### src/rtl/adsu_pkg.sv
// Shared types, constants and the micro-program of the advection-diffusion stencil unit.
// Used by the interfaces, divider, datapath, controller and top level.
// Depends on nothing.
package adsu_pkg;

	typedef logic signed [31:0] val_t;

	localparam val_t VAL_MAX = 32'sh7FFF_FFFF;
	localparam val_t VAL_MIN = 32'sh8000_0000;

	// register indexes of the configuration port
	localparam logic [1:0] REG_GRID_WIDTH = 2'd0;
	localparam logic [1:0] REG_TIME_STEP  = 2'd1;
	localparam logic [1:0] REG_VISCOSITY  = 2'd2;

	typedef struct packed {
		val_t       vel_x;
		val_t       vel_y;
		val_t       pos_x;
		val_t       pos_y;
		logic       is_fixed;
		val_t       fixed_vel_x;
		val_t       fixed_vel_y;
	} cell_t;

	typedef struct packed {
		logic [19:0] cell_index;
		val_t        new_vel_x;
		val_t        new_vel_y;
		logic        last;
	} res_t;

	typedef enum logic [2:0] {
		OP_ADD, OP_SUB, OP_HALF, OP_MUL, OP_DIV, OP_LD, OP_OUTX, OP_OUTY
	} op_t;

	typedef enum logic [4:0] {
		LD_X_W, LD_Y_W, LD_X_WM1, LD_Y_WM1, LD_X_WP1, LD_Y_WP1, LD_X_2W, LD_Y_2W,
		LD_COL_P, LD_COL_M, LD_IN_PX, LD_IN_VX, LD_IN_VY, LD_RP0, LD_RP1, LD_RP2,
		LD_DT, LD_NU
	} ld_src_t;

	typedef logic [4:0] raddr_t;

	typedef struct packed {
		op_t     op;
		raddr_t  dst;
		raddr_t  a;
		raddr_t  b;
		ld_src_t src;
	} uop_t;

	typedef struct packed {
		logic accept;
		logic chk_rd;
		logic exec;
		logic wb;
		logic emit_int;
		logic emit_fix;
		uop_t uop;
	} dp_cmd_t;

	typedef struct packed {
		logic interior;
		logic fixed;
		logic div_busy;
		logic out_free;
	} dp_sts_t;

	typedef enum logic [2:0] {
		S_IDLE, S_CHKA, S_CHKB, S_FETCH, S_EXEC, S_WAIT, S_EMITI, S_EMITF
	} state_t;

	// register file slots
	localparam raddr_t R_XW   = 5'd0;
	localparam raddr_t R_YW   = 5'd1;
	localparam raddr_t R_XE   = 5'd2;
	localparam raddr_t R_YE   = 5'd3;
	localparam raddr_t R_XWW  = 5'd4;
	localparam raddr_t R_YWW  = 5'd5;
	localparam raddr_t R_XN   = 5'd6;
	localparam raddr_t R_YN   = 5'd7;
	localparam raddr_t R_XS   = 5'd8;
	localparam raddr_t R_YS   = 5'd9;
	localparam raddr_t R_CP   = 5'd10;
	localparam raddr_t R_CM   = 5'd11;
	localparam raddr_t R_CC   = 5'd12;
	localparam raddr_t R_RP0  = 5'd13;
	localparam raddr_t R_RP1  = 5'd14;
	localparam raddr_t R_RP2  = 5'd15;
	localparam raddr_t R_DT   = 5'd16;
	localparam raddr_t R_NU   = 5'd17;
	localparam raddr_t R_DXP  = 5'd18;
	localparam raddr_t R_DXM  = 5'd19;
	localparam raddr_t R_DYP  = 5'd20;
	localparam raddr_t R_DYM  = 5'd21;
	localparam raddr_t R_HX   = 5'd22;
	localparam raddr_t R_HY   = 5'd23;
	localparam raddr_t R_T1   = 5'd24;
	localparam raddr_t R_GXP  = 5'd25;
	localparam raddr_t R_GXM  = 5'd26;
	localparam raddr_t R_GYP  = 5'd27;
	localparam raddr_t R_GYM  = 5'd28;
	localparam raddr_t R_ADVX = 5'd29;
	localparam raddr_t R_ADVY = 5'd30;
	localparam raddr_t R_DXX  = 5'd31;
	localparam raddr_t R_DYY  = 5'd10; // column slot is free once spacings exist

	localparam int HEAD_LEN = 26;
	localparam int COMP_LEN = 25;
	localparam int PROG_LEN = HEAD_LEN + 2 * COMP_LEN;

	function automatic logic [31:0] mag(input val_t x);
		return x[31] ? 32'(-x) : 32'(x);
	endfunction

	// signed value from sign and magnitude, saturated to 32 bits
	function automatic val_t from_mag(input logic neg, input logic [47:0] m);
		if (!neg) begin
			return (m > 48'(VAL_MAX)) ? VAL_MAX : val_t'(m[31:0]);
		end
		return (m > 48'(VAL_MAX)) ? VAL_MIN : val_t'(-m[31:0]);
	endfunction

	function automatic uop_t mk(input op_t op, input raddr_t d, input raddr_t a,
			input raddr_t b, input ld_src_t s);
		return '{op: op, dst: d, a: a, b: b, src: s};
	endfunction

	function automatic uop_t ld(input raddr_t d, input ld_src_t s);
		return mk(OP_LD, d, d, d, s);
	endfunction

	function automatic uop_t head_op(input logic [4:0] k);
		case (k)
			5'd0:  return ld(R_XW, LD_X_W);
			5'd1:  return ld(R_YW, LD_Y_W);
			5'd2:  return ld(R_XE, LD_X_WM1);
			5'd3:  return ld(R_YE, LD_Y_WM1);
			5'd4:  return ld(R_XWW, LD_X_WP1);
			5'd5:  return ld(R_YWW, LD_Y_WP1);
			5'd6:  return ld(R_XN, LD_X_2W);
			5'd7:  return ld(R_YN, LD_Y_2W);
			5'd8:  return ld(R_XS, LD_IN_VX);
			5'd9:  return ld(R_YS, LD_IN_VY);
			5'd10: return ld(R_CP, LD_COL_P);
			5'd11: return ld(R_CM, LD_COL_M);
			5'd12: return ld(R_CC, LD_IN_PX);
			5'd13: return ld(R_RP0, LD_RP0);
			5'd14: return ld(R_RP1, LD_RP1);
			5'd15: return ld(R_RP2, LD_RP2);
			5'd16: return ld(R_DT, LD_DT);
			5'd17: return ld(R_NU, LD_NU);
			5'd18: return mk(OP_SUB, R_DXP, R_CP, R_CC, LD_DT);
			5'd19: return mk(OP_SUB, R_DXM, R_CC, R_CM, LD_DT);
			5'd20: return mk(OP_SUB, R_DYP, R_RP2, R_RP1, LD_DT);
			5'd21: return mk(OP_SUB, R_DYM, R_RP1, R_RP0, LD_DT);
			5'd22: return mk(OP_ADD, R_HX, R_DXP, R_DXM, LD_DT);
			5'd23: return mk(OP_HALF, R_HX, R_HX, R_HX, LD_DT);
			5'd24: return mk(OP_ADD, R_HY, R_DYP, R_DYM, LD_DT);
			default: return mk(OP_HALF, R_HY, R_HY, R_HY, LD_DT);
		endcase
	endfunction

	// one velocity component: q center, e/w/n/s neighbors, o output op
	function automatic uop_t comp_op(input logic [4:0] k, input raddr_t q, input raddr_t e,
			input raddr_t w, input raddr_t n, input raddr_t s, input op_t o);
		case (k)
			5'd0:  return mk(OP_SUB, R_T1, e, q, LD_DT);
			5'd1:  return mk(OP_DIV, R_GXP, R_T1, R_DXP, LD_DT);
			5'd2:  return mk(OP_SUB, R_T1, q, w, LD_DT);
			5'd3:  return mk(OP_DIV, R_GXM, R_T1, R_DXM, LD_DT);
			5'd4:  return mk(OP_SUB, R_T1, s, q, LD_DT);
			5'd5:  return mk(OP_DIV, R_GYP, R_T1, R_DYP, LD_DT);
			5'd6:  return mk(OP_SUB, R_T1, q, n, LD_DT);
			5'd7:  return mk(OP_DIV, R_GYM, R_T1, R_DYM, LD_DT);
			5'd8:  return mk(OP_ADD, R_T1, R_GXP, R_GXM, LD_DT);
			5'd9:  return mk(OP_MUL, R_T1, R_XW, R_T1, LD_DT);
			5'd10: return mk(OP_HALF, R_ADVX, R_T1, R_T1, LD_DT);
			5'd11: return mk(OP_ADD, R_T1, R_GYP, R_GYM, LD_DT);
			5'd12: return mk(OP_MUL, R_T1, R_YW, R_T1, LD_DT);
			5'd13: return mk(OP_HALF, R_ADVY, R_T1, R_T1, LD_DT);
			5'd14: return mk(OP_SUB, R_T1, R_GXP, R_GXM, LD_DT);
			5'd15: return mk(OP_DIV, R_DXX, R_T1, R_HX, LD_DT);
			5'd16: return mk(OP_SUB, R_T1, R_GYP, R_GYM, LD_DT);
			5'd17: return mk(OP_DIV, R_DYY, R_T1, R_HY, LD_DT);
			5'd18: return mk(OP_ADD, R_T1, R_DXX, R_DYY, LD_DT);
			5'd19: return mk(OP_MUL, R_T1, R_NU, R_T1, LD_DT);
			5'd20: return mk(OP_SUB, R_T1, R_T1, R_ADVX, LD_DT);
			5'd21: return mk(OP_SUB, R_T1, R_T1, R_ADVY, LD_DT);
			5'd22: return mk(OP_MUL, R_T1, R_DT, R_T1, LD_DT);
			5'd23: return mk(OP_ADD, R_T1, q, R_T1, LD_DT);
			default: return mk(o, R_T1, R_T1, R_T1, LD_DT);
		endcase
	endfunction

	function automatic uop_t prog_op(input logic [6:0] pc);
		if (32'(pc) < HEAD_LEN) begin
			return head_op(pc[4:0]);
		end
		if (32'(pc) < HEAD_LEN + COMP_LEN) begin
			return comp_op(5'(32'(pc) - HEAD_LEN), R_XW, R_XE, R_XWW, R_XN, R_XS, OP_OUTX);
		end
		return comp_op(5'(32'(pc) - HEAD_LEN - COMP_LEN), R_YW, R_YE, R_YWW, R_YN, R_YS,
			OP_OUTY);
	endfunction

endpackage

### src/rtl/adsu_ctrl.sv
// Controller: sequences accept, interior check, micro-program and result emission.
// Depends on adsu_pkg.
module adsu_ctrl (
	input  logic              clk,
	input  logic              arst_n,
	input  logic              in_valid,
	output logic              in_ready,
	input  adsu_pkg::dp_sts_t sts,
	output adsu_pkg::dp_cmd_t cmd
);
	adsu_pkg::state_t state_q, state_d;
	logic [6:0]       pc_q, pc_d;

	always_ff @(posedge clk or negedge arst_n) begin
		if (!arst_n) begin
			state_q <= adsu_pkg::S_IDLE;
			pc_q    <= '0;
		end else begin
			state_q <= state_d;
			pc_q    <= pc_d;
		end
	end

	always_comb begin
		state_d  = state_q;
		pc_d     = pc_q;
		cmd      = '0;
		cmd.uop  = adsu_pkg::prog_op(pc_q);
		in_ready = 1'b0;
		case (state_q)
			adsu_pkg::S_IDLE: begin
				in_ready = 1'b1;
				if (in_valid) begin
					cmd.accept = 1'b1;
					state_d    = adsu_pkg::S_CHKA;
				end
			end
			adsu_pkg::S_CHKA: begin
				cmd.chk_rd = 1'b1;
				state_d    = adsu_pkg::S_CHKB;
			end
			adsu_pkg::S_CHKB: begin
				pc_d = '0;
				if (sts.interior) begin
					state_d = adsu_pkg::S_FETCH;
				end else if (sts.fixed) begin
					state_d = adsu_pkg::S_EMITF;
				end else begin
					state_d = adsu_pkg::S_IDLE;
				end
			end
			adsu_pkg::S_FETCH: begin
				state_d = adsu_pkg::S_EXEC;
			end
			adsu_pkg::S_EXEC: begin
				cmd.exec = 1'b1;
				if (cmd.uop.op == adsu_pkg::OP_MUL || cmd.uop.op == adsu_pkg::OP_DIV) begin
					state_d = adsu_pkg::S_WAIT;
				end else if (32'(pc_q) == adsu_pkg::PROG_LEN - 1) begin
					state_d = adsu_pkg::S_EMITI;
				end else begin
					pc_d    = pc_q + 7'd1;
					state_d = adsu_pkg::S_FETCH;
				end
			end
			adsu_pkg::S_WAIT: begin
				// on a divide, hold until the divider drains; a multiply does not wait
				if (!(cmd.uop.op == adsu_pkg::OP_DIV && sts.div_busy)) begin
					cmd.wb = 1'b1;
					if (32'(pc_q) == adsu_pkg::PROG_LEN - 1) begin
						state_d = adsu_pkg::S_EMITI;
					end else begin
						pc_d    = pc_q + 7'd1;
						state_d = adsu_pkg::S_FETCH;
					end
				end
			end
			adsu_pkg::S_EMITI: begin
				if (sts.out_free) begin
					cmd.emit_int = 1'b1;
					state_d      = sts.fixed ? adsu_pkg::S_EMITF : adsu_pkg::S_IDLE;
				end
			end
			adsu_pkg::S_EMITF: begin
				if (sts.out_free) begin
					cmd.emit_fix = 1'b1;
					state_d      = adsu_pkg::S_IDLE;
				end
			end
			default: begin
				state_d = adsu_pkg::S_IDLE;
			end
		endcase
	end

	a_fetch_exec: assert property (@(posedge clk) disable iff (!arst_n)
		state_q == adsu_pkg::S_FETCH |=> state_q == adsu_pkg::S_EXEC)
		else $error("fetch not followed by execute");
	a_emit_free: assert property (@(posedge clk) disable iff (!arst_n)
		(cmd.emit_int || cmd.emit_fix) |-> sts.out_free)
		else $error("result loaded over a pending request");
	a_pc_range: assert property (@(posedge clk) disable iff (!arst_n)
		32'(pc_q) < adsu_pkg::PROG_LEN) else $error("program counter out of range");
	a_accept_chk: assert property (@(posedge clk) disable iff (!arst_n)
		cmd.accept |=> state_q == adsu_pkg::S_CHKA)
		else $error("accepted cell not checked");
endmodule
### config.mk
export PLATFORM = sky130hd
export DESIGN_NAME = adsu_ctrl
export DESIGN_NICKNAME = d
export VERILOG_FILES = /design/src/rtl/adsu_pkg.sv /design/src/rtl/adsu_ctrl.sv
export SDC_FILE = /design/constraint.sdc
export NUM_CORES = 1
export LEC_CHECK = 0
export ABC_AREA = 1
export BUFFER_PORTS_ARGS = -buffer_cell sky130_fd_sc_hd__buf_2
export CAP_MARGIN = 20
export CORE_ASPECT_RATIO = 1.5
export CORE_MARGIN = 2
export CORE_UTILIZATION = 61
export CTS_BUF_LIST = sky130_fd_sc_hd__clkbuf_4 sky130_fd_sc_hd__clkbuf_8
export CTS_CLUSTER_SIZE = 20
export DETAILED_ROUTE_END_ITERATION = 10
export PLACE_DENSITY_LB_ADDON = 0.3
export RECOVER_POWER = 25
export SLEW_MARGIN = 20
export SYNTH_ARGS = -nofsm -noshare
export SYNTH_HDL_FRONTEND = slang
export SYNTH_SLANG_ARGS = --single-unit
### constraint.sdc
create_clock -name clk -period 3.5 [get_ports clk]
set_input_delay 0.7 -clock clk [delete_from_list [all_inputs] [get_ports clk]]
set_output_delay 0.7 -clock clk [all_outputs]
set_load 0.005 [all_outputs]
==> reports/qor.yml <==
status: "completed"
antenna_cells: 0
hold_buffers: 0
layout_commonest_cell: "nand2_1"
cts_tree: "built"
die_w_um: 57.4
power.total_mw: 1.28
p_sw_share_pct: 58.4
crit_top_cell: "nand2_1"
die-area_sq_um: 4830
startpoint_type: "flop"
synth_seq_area_share_pct: 9.58
nNetsFinal: 540
worstHoldPathType: "primary input to asynchronous set/reset pin"
fmax_mhz: 300
cpLargestDelayFamily: "buffers and inverters"
muxShareOfSynthArea_pct: 0
cp_num_buf_inv: 4
htree_levels: 1
synth_edf_count: 0
hold-worst-slack_ps: 431
fp-row-count: 29
synth_top_family_by_area: "simple AND/OR/NAND/NOR gates"
synth_compound_area_share_pct: 28.0
powerDensity_nw_per_um2: 433
antenna_found_initial: 0
die_y_um: 84.1
numCtsBuffers: 3
max_stage_delay_ps: 380
setup_tns_ps: 0
port_buffers: 36
avgSynthCellArea_sq_um: 5.52
place_inst: 553
overflow: 0
critPathArrivalTime_ps: 2640
slew_headroom_pct: 61.3
grt_max_degree: 19
dp_slack_ps: 401
floorplan.initialDensity_pct: 62.6
vdd_drop_max_v: 0.000488
slew_violations: 0
grt_pass1_wl_um: 15800
crit_type: "flop to output port"
io_pins: 37
seqPwrFrac_pct: 13.5
tightest_slew_ps: 581
synth_warnings: 0
place_area_sq_um: 2870
synth_top_flop_cell: "dfrtp_1"
dr.first_iter.drc_count: 311
synthToLayoutAreaGrowth_pct: 12.9
async_flop_share_pct: 100
drt_wl_total_um: 9740
clkPwrFrac_pct: 9.4
crit_path_cell_trace: "buf_4 > ha_1 > ha_1 > inv_1 > nor2_1 > inv_1 > o21ai_0 > nand2_1 > nand2_1 > nand2_1 > o21ai_0 > nand2_1 > o311ai_0 > nand2_1 > nand3_1 > buf_2"
setup_viol: 0
min_period_over_period_pct: 95.4
synth_xor_area_share_pct: 0.335
finClkSkew_ps: 0.196
cts_sinks: 10
synth-simple-area-share_pct: 41.4
cp.required_ps: 2800
ant_nets: 0
final_area_sq_um: 2950
synth_nets: 498
rsz0062_at_grt: "true"
worst_setup_path_end_kind: "output port"
grt_pass1_vias: 3312
hpwl_um: 7630
core-area_sq_um: 4170
ys_types: 41
wl_per_cell_um: 17.4
post-route-util_pct: 70.6
ys_ff_latch: 10
period_needed_ps: 3340
cts_buffer_depth: 2
viasPerCell: 6.33
num_vias: 3539
cts_root_buffer: "clkbuf_8"
drive_gt1_share_pct: 17.7
drc: 0
p_sw_uw: 744
cp_max_fo: 14
combPwrFrac_pct: 77.2
yosys.area_share.adder_pct: 8.62
leakagePower_nw: 1.64
syn_area_sq_um: 2610
drt-pass1-iter-count: 5
mostFrequentLayoutCells: "129 x nand2_1, 53 x inv_1, 45 x nor2_1, 44 x o21ai_0, 34 x nand3_1"
hold_viol_final: 0
gp_congestion: 1.05
synthCells: 473
final_cells: 559
p_int_uw: 531
grt_util_all_layers_pct: 41.7
clk_pin_slew_ps: 40
clkLatencyLatePin_ps: 240
cp_slowest_cell: "dfrtp_1"
setup_slack_ps: 162
maxCapViolations: 0
==> per-layer routing <==
metal / vias to the layer above / track usage [%] / share of wire (%)
li1: 1662 / - / -
met1: 1566 / 46.8 / 35
met3: 57 / 3.54 / 8.2
met5: - / 0 / 0
met4: 0 / 31.9 / 8.3
met2: 254 / 70.4 / 48
==> worst reg2reg max path: cells and delay by family (launching register included) <==
kind                     cells  cell delay [ps]
AO/OA/AOI/OAI                2              270
adder cells (fa/ha/maj)      2              560
buffers and inverters        4              530
flip-flops                   1              380
AND/OR/NAND/NOR             11              990
==> flip-flops by register name (all words and copies together), names as in the netlist <==
name	flops
state_q	3
pc_q	7
==> power groups by stage <==
stage                     clock [mW]  combinational [mW]  sequential (mW)
final                          0.120               0.984            0.172
after floorplan                    0               0.649            0.174
after global placement             0               0.928            0.170
after CTS                      0.119               0.942            0.170
after global routing           0.126                1.08            0.174
after detailed placement           0               0.935            0.172
==> synthesized netlist by cell type, types with 2 or more instances <==
cell      number  area, sq um
nand2_4        5         56.3
buf_2          2         10.0
o31ai_1        5         37.5
a211oi_1       2         15.0
o211ai_1       7         52.6
buf_4          2         15.0
ha_1          18          225
o22ai_1        3         18.8
o21bai_1       7         52.6
nand3_2        4         40.0
buf_6          2         22.5
nand3_1       34          170
nor2_2         3         18.8
nand4_1        3         18.8
nand2_1      129          484
nor3_1         8         40.0
clkbuf_1       9         33.8
dfrtp_1       10          250
buf_1          2         7.51
clkinv_1       2         7.51
nor2_1        46          173
a31oi_1       11         68.8
inv_2          5         18.8
o21ai_0       44          220
inv_1         53          199
a21oi_2        2         17.5
nand2_2       12         75.1
a21oi_1       30          150
==> logic make-up (layout without fill, tap and decap cells) <==
kind of cell,Yosys count,in the layout
compound gates,122,122
xor+xnor,1,1
fa+ha+maj,18,18
buf+inv,77,117
flops,10,10
simple gates,245,245
==> timing repair <==
action,4_1_cts,5_1_grt
setup endpoints to repair,0,3
gates resized for setup,0,4
setup buffers,0,3
==> path summary, 6_finish.rpt <==
check / from / to / slack, ps / depth (start not counted)
min in group clk: state_q[2] / state_q[2] / 630 / 2
max: pc_q[1] / cmd[6] / 160 / 16
max in group asynchronous: arst_n / pc_q[0] / 2690 / 1
max reg2reg: pc_q[1] / pc_q[1] / 650 / 19
min reg2reg: state_q[2] / state_q[2] / 630 / 2
min: arst_n / state_q[1] / 430 / 1
==> cell type report <==
type / instances / area (sq um)
tap: 46 / 57.6
sequential: 10 / 250
fill: 395 / 1220
clock buffer: 3 / 41.3
timing repair buffer: 54 / 313
multi-input combinational: 386 / 2060
inverter: 60 / 229
No activity file was read; power rests on OpenSTA's default activity.
